$ cat src/mokp_pkg.sv
// ----------------------------------------------------------------------------
// mokp_pkg: shared types and constants
// Entry layout, command codes and cell control for the move-ordering store.
// ----------------------------------------------------------------------------
`default_nettype none

package mokp_pkg;

    localparam int MAX_PLY    = 32;
    localparam int PLY_W      = $clog2(MAX_PLY);
    localparam int DEPTH_W    = 6;
    localparam int MOVE_BITS  = 32;
    localparam int PIECE_BITS = 8;
    localparam int ENTRY_W    = MOVE_BITS + PIECE_BITS;

    typedef logic [ENTRY_W-1:0] entry_t;
    typedef logic [PLY_W-1:0]   ply_t;

    // move code in the low bits, piece above it
    localparam entry_t EMPTY_ENTRY = {{PIECE_BITS{1'b0}}, {MOVE_BITS{1'b1}}};

    localparam logic [2:0] CMD_SCORE     = 3'd0;
    localparam logic [2:0] CMD_KILLER    = 3'd1;
    localparam logic [2:0] CMD_PV_UPDATE = 3'd2;
    localparam logic [2:0] CMD_CLEAR     = 3'd3;
    localparam logic [2:0] CMD_PV_READ   = 3'd4;

    localparam logic [8:0] SCORE_PV      = 9'd100;
    localparam logic [8:0] SCORE_KILLER1 = 9'd80;
    localparam logic [8:0] SCORE_KILLER2 = 9'd79;
    localparam logic [8:0] SCORE_HASH    = 9'd90;

    typedef struct packed {
        logic   rd_en;
        ply_t   rd_row;
        logic   wr_en;
        ply_t   wr_row;
        logic   wr_copy;
        entry_t wr_data;
        logic   kill_clr;
        logic   kill_wr;
    } cell_ctl_t;

endpackage

`default_nettype wire

$ cat src/mokp_cell.sv
// ----------------------------------------------------------------------------
// mokp_cell: one column of the pv table plus one killer pair
// Column memory with registered read, copy-from-read write path, killer slots.
// ----------------------------------------------------------------------------
`default_nettype none

module mokp_cell (
    input  wire logic               clk,
    input  wire logic               rst_n,
    input  wire mokp_pkg::cell_ctl_t ctl,
    output mokp_pkg::entry_t        rd_data,
    output mokp_pkg::entry_t        k0,
    output mokp_pkg::entry_t        k1
);
    import mokp_pkg::*;

    entry_t mem [MAX_PLY];
    entry_t rd_data_reg;
    entry_t k0_reg;
    entry_t k1_reg;

    always_ff @(posedge clk)
    begin
        if (ctl.rd_en)
        begin
            rd_data_reg <= mem[ctl.rd_row];
        end
        if (ctl.wr_en)
        begin
            // copy takes the row read in the previous cycle
            mem[ctl.wr_row] <= ctl.wr_copy ? rd_data_reg : ctl.wr_data;
        end
    end

    always_ff @(posedge clk or negedge rst_n)
    begin
        if (!rst_n)
        begin
            k0_reg <= EMPTY_ENTRY;
            k1_reg <= EMPTY_ENTRY;
        end
        else if (ctl.kill_clr)
        begin
            k0_reg <= EMPTY_ENTRY;
            k1_reg <= EMPTY_ENTRY;
        end
        else if (ctl.kill_wr)
        begin
            if (ctl.wr_data != k0_reg)
            begin
                k1_reg <= k0_reg;
            end
            k0_reg <= ctl.wr_data;
        end
    end

    assign rd_data = rd_data_reg;
    assign k0      = k0_reg;
    assign k1      = k1_reg;

endmodule

`default_nettype wire

$ cat config.mk
export PLATFORM = sky130hd
export DESIGN_NAME = mokp_cell
export DESIGN_NICKNAME = d
export VERILOG_FILES = /design/src/mokp_pkg.sv /design/src/mokp_cell.sv
export SDC_FILE = /design/constraint.sdc
export NUM_CORES = 1
export LEC_CHECK = 0
export BUFFER_PORTS_ARGS = -buffer_cell sky130_fd_sc_hd__buf_2
export CORE_AREA = 10 10 380 382
export DETAILED_ROUTE_END_ITERATION = 10
export DIE_AREA = 0 0 390 392
export PLACE_DENSITY = 0.64
export SYNTH_ARGS = -nofsm -noshare
export SYNTH_HDL_FRONTEND = slang
export SYNTH_SLANG_ARGS = --single-unit
$ cat constraint.sdc
create_clock -name clk -period 5.3 [get_ports clk]
set_input_delay 1.06 -clock clk [delete_from_list [all_inputs] [get_ports clk]]
set_output_delay 1.06 -clock clk [all_outputs]
set_load 0.02 [all_outputs]
Word level (Yosys, flattened, before mapping)
Memory sizes are Yosys's and may differ from the RTL's. A register that Yosys moved wholly into a read port is not among the register bits.
Cells that the tools add are included.

cells by class
  equal/unequal tests = 1
  mux-type cells = 8
  reductions and logical operators = 3

operator list
  operator                count
  40-bit two-way mux      6
  40-bit inequality test  1
  2-bit nonzero test      2
  1-bit two-way mux       2
  2-bit AND reduction     1

storage, ports and cells
  bits in writable memories = 1280
  bits of input ports = 57
  bits in registers = 80
  memories = 1

memory list
  memory  depth  bits a word  rd ports  clocked after memory_dff  wr ports  RTL line         text
  mem     32     40           1         1                         1         mokp_cell.sv:17  entry_t mem [MAX_PLY];

Logic depth before layout (Yosys ltp)
  depth in word-level cells = 4
  mapped depth = 8

Least setup slack after synthesis
No wires, ideal clock.

  path type = input port to flip-flop
  start = input ctl[44] in the netlist's numbering
  end = memory mem[12][0] in the netlist's numbering, enable pin
  stages on the path = 3
  path buffers = 1
  data arrival time = 3404 ps
  setup slack = 1459 ps
  cells stage by stage = or3b_2 clkbuf_1 nor2_1

RTL lines
  item         RTL line         text
  from (decl)  mokp_cell.sv:10  input wire mokp_pkg::cell_ctl_t ctl,
  to (decl)    mokp_cell.sv:17

Straight into the memory's write port.

Worst setup path in the final report
  start = register k0_reg[16] (netlist: k0[16])
  end = register k1_reg[38] (netlist: k1[38])

between the ends
  longest elaborated chain between the ends = 3

ends and longest elaborated chain
  item                           RTL line         text
  from (decl)                    mokp_cell.sv:19  entry_t k0_reg;
  from (signal assigned)         mokp_cell.sv:53  k0_reg <= ctl.wr_data;
  40-bit inequality test         mokp_cell.sv:49  if (ctl.wr_data != k0_reg)
  2-bit nonzero test (no line)   n/a
  2-bit AND reduction (no line)  n/a
  to (signal assigned)           mokp_cell.sv:51  k1_reg <= k0_reg;
  to (decl)                      mokp_cell.sv:20  entry_t k1_reg;

Every way passes these cells.
A chain may end at the register's enable or synchronous reset.

==> summary.txt <==
Timing
  • Fin crit period: a little under 4 ns
  • Achievable frequency: 256 MHz
  • Setup Skew: 0.0299 ns
  • Final setup fails: 0
  • Final Hold Viols: 0
  • Slew @ Worst Pin: 1.14 ns
  • Slew HR: 23.8%
  • Final Max Tran Viols: 0
  • Final worst path period share: 73.7%
  • Setup TNS: 0 ns
  • Hold slack: between 0.2 and 0.3 ns
  • RSZ-0062 raised after global routing: no

Synth
  • Syn avg cell area: 23.0 um2
  • Leading post-synthesis cells by cell area: edfxtp_1 (73%), mux4_2 (17%), dfstp_2 (3.1%)
  • Cell with the most instances after synthesis: edfxtp_1
  • Yosys warns: 0
  • Netlist cell types: 27
  • Post-synth EDFFs: 1320
  • Syn Inst Count: 2359
  • Yosys top cell area share: approximately 73%
  • Commonest cells post-synth: edfxtp_1 (1320), mux4_2 (400), clkbuf_1 (91)
  • Largest area contributor in the synthesized netlist: edfxtp_1
  • Sequential fraction of the synthesis area: 76.7%
  • Seq cells post-synth: 1400
  • Synthesized area: ~54000 um2
  • Fraction of registers with async set/reset: 5.71%
  • Syn nets: 2416
  • Top FF cell, synth: edfxtp_1

Drt
  • Pre-Repair DR Iteration Count: 5
  • Residual DRC: 0
  • Starting DRT DRC Count: 3392
  • Routed length per instance: approximately 33 um
  • Routed via count: 27000
  • Avg Vias per Cell: 5.96
  • Post-DRT Antenna Nets: 0
  • WL final: 148 mm

Clocking
  • CTS tree: done
  • Clock buffer depth: 3
  • Num CTS Buffers: ~140
  • Hold Buf Count CTS: 0
  • Clk sinks: 1400
  • Clk slew on worst S/H paths: ~0.06 ns
  • Worst-Skew Late Latency: 0.78 ns
  • CTS resizes: 0
  • CTS Root Cell: clkbuf_16
  • Setup bufs post-CTS: 0
  • H-Tree Depth: 4

Die
  • Initial core utilization: 39.7%
  • DIE WIDTH: 390 um
  • Row count: 136
  • Core area: 137000 um2
  • Die Area: 153000 um2
  • Height of the die: 392 um
  • # IOs: about 180

Worst hold path
  • Hold/Removal Path Class: in -> async

Pwr
  • Max IR drop VDD: 0.244 mV
  • Final Power: ~0.024 W
  • Cell Pwr Density: 379 nW/um2
  • Pleak: 19.6 nW

Cells and area
  • Fin nets: approximately 2700
  • Reg area: 41700 um2
  • Layout cells sized above 1: 38.1%
  • Biggest register: mem
  • Number of flip-flops under the largest register name: 1280
  • Final core area utilization: between 40% and 50%
  • Combined area of the multi-input logic cells: 12300 um2
  • Synth-to-Final Area Change: 14.9%
  • Filler Cell Count: between 10000 and 15000

Setup path
  • Data required time of the critical path: 5.92 ns
  • Startpoint types: register
  • CP Capture Type: register
  • Critical Path Fanout Max: 40
  • Critical path class: reg -> reg
  • CP arrival: 4.52 ns

Global route
  • Gr ovfl total: 0
  • Global-route wire length before repair: 208 mm
  • Antenna violations before repair: 5
  • Largest net degree at the start of global routing: 130
  • All-Layer GR Usage: 19.3%
  • Vias in the first global route: around 27000

Placement
  • # port buffers: about 180
  • DP HPWL: between 80 and 90 mm
  • Final Wtd Congestion: 0.798

Outcome
  • Status: complete, no violations

Job
  • Max-Cap Viols: 0
kinds of logic (layout without fill, tap and decap cells):
logic type,Yosys count,in the layout,share of synthesized area [%]
flops,1400,1400,76.7
mux,488,488,18.4
simple gates,245,245,2.45
buf+inv,138,512,1.11
compound gates,48,48,0.681
xor+xnor,40,40,0.644
other cells,0,2,0
where the power goes:
part | leakage (nW) | switching, W | internal, W
logic | 4.62 | 0.000903 | 0.000530
registers | 12.8 | 0.000116 | 0.0124
clock network | 2.20 | 0.00421 | 0.00548
per-stage QoR:
| step | instances | cell area [um2] | setup slack [ns] |
|---|---|---|---|
| 2_1_floorplan | 2359 | 54400 | 1.46 |
| 3_3_place_gp | 4271 | 58000 | 0.998 |
| 3_5_place_dp | 4271 | 58000 | 0.949 |
| 4_1_cts | 4527 | 62400 | 1.65 |
| 5_1_grt | 4527 | 62400 | 1.40 |
| 6_report | 4529 | 62400 | 1.39 |
worst max-delay path, stage by stage, from the launching register on:
cell,delay [ns]
dfstp_2,0.62
xor2_1,0.29
nor4_1,1.02
nand4_1,0.39
or3_2,0.96
a31oi_1,0.34
o21ai_0,0.11
layout make-up:
type	count	share of cell area [%]
clock buffers	187	6.16
repair buffers	256	2.74
well taps	1794	3.59
diodes	2	0.00801
flip-flops and latches	1400	66.8
multi-input cells	821	19.7
clock inverters	69	1.02
placed cells by master, fill, tap and decap left out, types with 35 or more instances in the layout:
| cell type | count |
|---|---|
| mux2_2 | 80 |
| buf_2 | 169 |
| clkbuf_1 | 35 |
| nor2_1 | 43 |
| edfxtp_1 | 1320 |
| nor3_1 | 64 |
| clkbuf_16 | 144 |
| buf_4 | 68 |
| nor2b_1 | 40 |
| xor2_1 | 39 |
| dfstp_2 | 64 |
| mux4_2 | 400 |
per-layer routing:
metal  track usage, %  part of all wire [%]  vias to the layer above  wire length [um]
met4             6.35                   3.0                        4              4400
met1             25.9                    39                    14700             57200
met2             31.5                    49                     1513             72700
met5                0                 0.021                        -                31
met3             3.94                   9.4                      218             14000
li1                 -                     -                    10500                 -
path summary, 6_finish.rpt:
kind / startpoint / endpoint / cells after the start / slack (ns)
worst max-delay path: k0[16]$_DFFE_PN1P_ / k1[38]$_DFFE_PN0P_ / 6 / 1.39
worst min-delay path: rst_n / k1[36]$_DFFE_PN0P_ / 1 / 0.29
worst max register to register: k0[16]$_DFFE_PN1P_ / k1[38]$_DFFE_PN0P_ / 6 / 1.39
worst min register to register: k1[17]$_DFFE_PN1P_ / k1[17]$_DFFE_PN1P_ / 2 / 0.52
max in group asynchronous: rst_n / k1[10]$_DFFE_PN1P_ / 2 / 3.95
min in group clk: k1[17]$_DFFE_PN1P_ / k1[17]$_DFFE_PN1P_ / 2 / 0.52
Power figures use the tool's default switching activity.
